<file path="config.mk">
export PLATFORM = sky130hd
export DESIGN_NAME = akf_div
export DESIGN_NICKNAME = d
export VERILOG_FILES = /design/src/rtl/akf_pkg.sv /design/src/rtl/akf_div.sv
export SDC_FILE = /design/constraint.sdc
export NUM_CORES = 1
export LEC_CHECK = 0
export ABC_AREA = 1
export BUFFER_PORTS_ARGS = -buffer_cell sky130_fd_sc_hd__buf_2
export CAP_MARGIN = 20
export CORE_AREA = 5 5 233 167
export CTS_CLUSTER_DIAMETER = 40
export CTS_CLUSTER_SIZE = 16
export DETAILED_ROUTE_END_ITERATION = 7
export DIE_AREA = 0 0 238 172
export REMOVE_ABC_BUFFERS = 1
export SYNTH_ARGS = -nofsm -noshare
export SYNTH_HDL_FRONTEND = slang
export SYNTH_SLANG_ARGS = --single-unit
</file>
<file path="constraint.sdc">
create_clock -name clock -period 2.5 [get_ports clock]
set_input_delay 0 -clock clock [delete_from_list [all_inputs] [get_ports clock]]
set_output_delay 0 -clock clock [all_outputs]
set_load 0.01 [all_outputs]
</file>
<file path="src/rtl/akf_pkg.sv">
// ----------------------------------------------------------------------------
// Angle and rate Kalman filter package
// Shared types, state codes and saturating arithmetic helpers.
// ----------------------------------------------------------------------------
package akf_pkg;

   localparam logic signed [31:0] MAX32 = 32'sh7FFF_FFFF;
   localparam logic signed [31:0] MIN32 = 32'sh8000_0000;

   localparam int CSR_INDEX_W = 3;
   localparam int CSR_DATA_W  = 23;

   localparam logic [CSR_INDEX_W-1:0] CSR_TIME_STEP   = 3'd0;
   localparam logic [CSR_INDEX_W-1:0] CSR_ANGLE_NOISE = 3'd1;
   localparam logic [CSR_INDEX_W-1:0] CSR_BIAS_NOISE  = 3'd2;
   localparam logic [CSR_INDEX_W-1:0] CSR_MEAS_NOISE  = 3'd3;

   typedef enum logic [3:0] {
      ST_IDLE,
      ST_M_PRED,
      ST_M_SUMC,
      ST_M_BBDT,
      ST_D_INIT,
      ST_DIV0,
      ST_DIV1,
      ST_M1,
      ST_M2,
      ST_M3,
      ST_M4,
      ST_M5,
      ST_M6,
      ST_FIN
   } state_type;

   typedef struct packed {
      logic start;
      logic done;
   } div_ctl_type;

   function automatic logic signed [31:0] sat34(input logic signed [33:0] v);
      logic signed [31:0] r;
      if (v > 34'(MAX32)) begin
         r = MAX32;
      end else if (v < 34'(MIN32)) begin
         r = MIN32;
      end else begin
         r = v[31:0];
      end
      return r;
   endfunction

   function automatic logic signed [31:0] add_sat(input logic signed [31:0] a,
                                                  input logic signed [31:0] b);
      return sat34(34'(a) + 34'(b));
   endfunction

   function automatic logic signed [31:0] sub_sat(input logic signed [31:0] a,
                                                  input logic signed [31:0] b);
      return sat34(34'(a) - 34'(b));
   endfunction

endpackage

</file>
<file path="src/rtl/akf_div.sv">
// ----------------------------------------------------------------------------
// Angle and rate Kalman filter gain divider
// Bit-serial restoring divider computing sat32((num << FRAC_BITS) / den).
// ----------------------------------------------------------------------------
module akf_div #(
   parameter int FRAC_BITS = 16
) (
   input  logic                      clock,
   input  logic                      reset,
   input  logic                      start,
   input  logic signed [31:0]        num,
   input  logic signed [33:0]        den,
   output akf_pkg::div_ctl_type      ctl,
   output logic signed [31:0]        quot
);
   import akf_pkg::*;

   localparam int NW = 32 + FRAC_BITS;
   localparam int CW = $clog2(NW);
   localparam logic [NW-1:0] LIM = NW'(64'h8000_0000);

   logic          busy_ff, busy_in;
   logic          done_ff, done_in;
   logic [CW-1:0] cnt_ff, cnt_in;
   logic [NW-1:0] dq_ff, dq_in;
   logic [33:0]   rem_ff, rem_in;
   logic [33:0]   dmag_ff, dmag_in;
   logic          neg_ff, neg_in;
   logic          zero_ff, zero_in;
   logic [34:0]   trial;
   logic [31:0]   nmag;

   always_ff @(posedge clock) begin
      if (reset) begin
         busy_ff <= 1'b0;
         done_ff <= 1'b0;
         cnt_ff  <= '0;
      end else begin
         busy_ff <= busy_in;
         done_ff <= done_in;
         cnt_ff  <= cnt_in;
      end
      dq_ff   <= dq_in;
      rem_ff  <= rem_in;
      dmag_ff <= dmag_in;
      neg_ff  <= neg_in;
      zero_ff <= zero_in;
   end

   always_comb begin
      busy_in = busy_ff;
      done_in = 1'b0;
      cnt_in  = cnt_ff;
      dq_in   = dq_ff;
      rem_in  = rem_ff;
      dmag_in = dmag_ff;
      neg_in  = neg_ff;
      zero_in = zero_ff;
      nmag    = num[31] ? 32'(-num) : 32'(num);
      trial   = {rem_ff, dq_ff[NW-1]};
      if (start) begin
         busy_in = 1'b1;
         cnt_in  = '0;
         dq_in   = {nmag, {FRAC_BITS{1'b0}}};
         rem_in  = '0;
         dmag_in = den[33] ? 34'(-den) : 34'(den);
         neg_in  = num[31] ^ den[33];
         zero_in = (den == '0);
      end else if (busy_ff) begin
         if (trial >= {1'b0, dmag_ff}) begin
            rem_in = 34'(trial - {1'b0, dmag_ff});
            dq_in  = {dq_ff[NW-2:0], 1'b1};
         end else begin
            rem_in = trial[33:0];
            dq_in  = {dq_ff[NW-2:0], 1'b0};
         end
         if (cnt_ff == CW'(NW - 1)) begin
            busy_in = 1'b0;
            done_in = 1'b1;
         end else begin
            cnt_in = cnt_ff + 1'b1;
         end
      end
   end

   always_comb begin
      if (zero_ff) begin
         quot = '0;
      end else if (neg_ff) begin
         quot = (dq_ff > LIM) ? MIN32 : -$signed(dq_ff[31:0]);
      end else begin
         quot = (dq_ff >= LIM) ? MAX32 : $signed(dq_ff[31:0]);
      end
   end

   assign ctl.start = start;
   assign ctl.done  = done_ff;

endmodule

</file>
==> results.ini <==
[timing]
rsz0062_at_grt = true
skew_ps = 12.46
fin_crit_sh = 0.9485
hold_viol = 0
tightestPinTransition_ps = 878.5
fin_crit_ps = 2371
fmaxAchievable_mhz = 421.7
finalMaxSlewViolations = 0
setup_viol = 0
layout_setup_ws_ps = 128.6
setup_tns_ps = 0
slew_headroom = 0.4107

[synth]
synth.avg_cell_area_um2 = 6.418
async_flop_share = 0
yosys_most_used_dff = edfxtp_1
synth_edf_count = 68
synth-seq-cells = 126
netlist_instances = 1680
synth_area_mm2 = 0.01078
synth_seq_area_share = 0.2971
ys_types = 51
yosys_warnings = 0

[setup_path]
cp_max_fo = 6
r2r_cells = 13
arrival_ps = 2370
critPathLaunch = dq_ff[0]$_SDFFE_PP0P_
cp-endpoint = quot[25]
critPathRequiredTime_ps = 2500
critPathLaunchType = register
critical_path.reg2reg.endpoint = rem_ff[25]$_SDFFE_PP0P_
end_kind = primary output
critPathKind = reg -> out
timing.rr.start = rem_ff[22]$_SDFFE_PP0P_
r2r_slack_ps = 170

[global_route]
grt_pass1_wl_um = 56310
overflow = 0
grt_use_total = 0.1704
antenna_found_initial = 5
grt_max_degree = 35
grt_pass1_vias = 10470

[clock_network]
clk-insertion-delay-late_ps = 430
clockBufferDepth = 2
clockRootBuffer = clkbuf_16
htreeDepth = 4
cts_made_buffers = 17
clk_pin_slew_ps = 70
cts_sinks = 126
cts_tree = built

[drt]
drt_wl_total_um = 35650
vias_per_cell = 4.850
antenna_left = 0
dr.pass1.iters = 6
drc = 0
detail_route.iter0.violations = 928
wl_per_cell_um = 15.24
vias = 11340

[die]
ios = 103
die_x_um = 238
dieArea_mm2 = 0.04094
initial_core_util = 0.2951
core-area_mm2 = 0.03654
rows = 59
dieHeight_um = 172

[placed_design]
gp_congestion = 0.9817
place_ws_ps = -34.54
port_buffers = 102
place_area_mm2 = 0.01189
dp_hpwl_um = 27960

[power]
total_power_mw = 6.202
leakagePower_nw = 6.517
ir_drop_uv = 413.4
power.density_mw_per_mm2 = 472.7

[cells_and_area]
final_area_mm2 = 0.01312
layout.area.seq_mm2 = 0.003208
drive_gt1_frac = 0.1514
multi_input_area_mm2 = 0.006440
area_growth_pct = 21.69
fill_cells = 3941
finalNetCount = 1944

[run]
maxCapViolCount = 0

[hold_path]
hold_path.class = in -> reg

[run_status]
status = finished clean

-- metrics by stage --
stage | hold WS, ps | utilization | instances
global route | 16.76 | 0.3591 | 2339
floorplan | 0 | - | 1634
detailed placement | 176.3 | 0.3254 | 2251
CTS | 1.138 | 0.3531 | 2322
global placement | 174.6 | 0.3254 | 2251
finish | 4.198 | 0.3591 | 2339
-- how the worst min path moves through the flow --
stage	from	endpoint	slack [ps]	cells after the start
detailed placement	reset	busy_ff$_SDFF_PP0_	180	2
CTS	den[18]	dmag_ff[18]$_DFFE_PP_	1	3
finish	den[18]	dmag_ff[18]$_DFFE_PP_	4	3
global route	den[18]	dmag_ff[18]$_DFFE_PP_	20	3
global placement	reset	busy_ff$_SDFF_PP0_	170	2
floorplan	start	ctl[1]	0	0
-- power breakdown --
part / leakage, nW / switching [mW] / internal [mW]
logic: 5.08 / 0.789 / 0.426
registers: 1.16 / 0.0750 / 2.33
clock network: 0.285 / 1.16 / 1.43
-- final cells by class --
cell class,count,area share
Antenna cell,2,0.0003814
Clock buffer,17,0.03242
Clock inverter,15,0.01306
Inverter,267,0.07695
Multi-Input combinational cell,1241,0.4908
Sequential cell,126,0.2445
Tap cell,488,0.04653
Timing Repair Buffer,183,0.09536
-- placed cells by master, fill, tap and decap left out, types with 5 or more instances in the layout --
master,Yosys,routed
clkbuf_16,0,17
dfxtp_1,58,56
dlygate4sd3_1,0,38
nand3b_1,23,23
edfxtp_1,68,68
nand3_1,126,125
nor2_2,11,22
ha_1,38,34
nor3_2,6,9
xor2_1,39,39
o22ai_1,24,24
nor4_1,6,6
nor3_1,31,27
inv_1,257,251
buf_4,7,40
nand3b_2,9,9
inv_8,0,6
o21ai_0,69,68
nand2_2,9,14
inv_2,8,11
a21oi_1,61,60
nand2_1,501,495
buf_2,6,102
nor2_1,177,164
o211ai_1,13,13
nor2_4,3,5
nand3_2,6,6
nand4_1,27,27
xnor2_1,21,21
-- flip-flops by register name, indices dropped and copies added, names as in the netlist --
signal and count:
dmag_ff 34, cnt_ff 6, zero_ff 1, dq_ff 48, rem_ff 34, done_ff 1
neg_ff 1, busy_ff 1
-- what timing repair did --
action                     CTS  global route
hold endpoints to repair    46             0
setup endpoints to repair   33            35
hold buffers                38             0
buffers inserted             1            15
pin swaps                    0             8
gates resized for setup      9            38
-- Yosys cell counts, types with 3 or more instances --
library cell,instances,area [um^2]
a21oi_1,61,305.3
and3_1,3,18.77
buf_1,4,15.01
buf_2,6,30.03
buf_4,7,52.55
buf_6,4,45.04
clkbuf_1,23,86.33
dfxtp_1,58,1161
edfxtp_1,68,2042
ha_1,38,475.5
inv_1,257,964.7
inv_2,8,30.03
nand2_1,501,1881
nand2_2,9,56.30
nand3_1,126,630.6
nand3_2,6,60.06
nand3b_1,23,172.7
nand3b_2,9,101.4
nand4_1,27,168.9
nor2_1,177,664.4
nor2_2,11,68.82
nor2_4,3,33.78
nor3_1,31,155.2
nor3_2,6,60.06
nor3b_1,4,30.03
nor4_1,6,37.54
o211ai_1,13,97.59
o21ai_0,69,345.3
o21ai_1,4,20.02
o21bai_1,4,30.03
o22ai_1,24,150.1
o32ai_1,3,26.28
or2_2,4,25.02
xnor2_1,21,183.9
xor2_1,39,341.6
-- per-layer routing --
layer	track usage	part of all wire	up-vias
li1	-	-	5730
met1	0.2505	0.49	5144
met2	0.2578	0.41	413
met3	0.03587	0.076	51
met4	0.03791	0.019	6
met5	0	0.00095	-
-- cell families after synthesis --
logic type | count (synthesis) | share of synthesized area
buf+inv | 313 | 0.1174
simple gates | 953 | 0.3921
compound gates | 189 | 0.09875
fa+ha+maj | 39 | 0.04595
xor+xnor | 60 | 0.04874
flops | 126 | 0.2971
-- critical path, cell delays in order, from the launching register on --
cell and delay (ps):
dfxtp_4 370, inv_4 80, nand3_4 90, nor3_4 290, nand2_2 120, nor2_4 200, nand2_2 110, nor3_4 200
nand2_1 70, nand2_1 70, nor2_2 40, nor2_2 140, buf_2 150
Note: power is estimated with default switching activity, not from simulation.
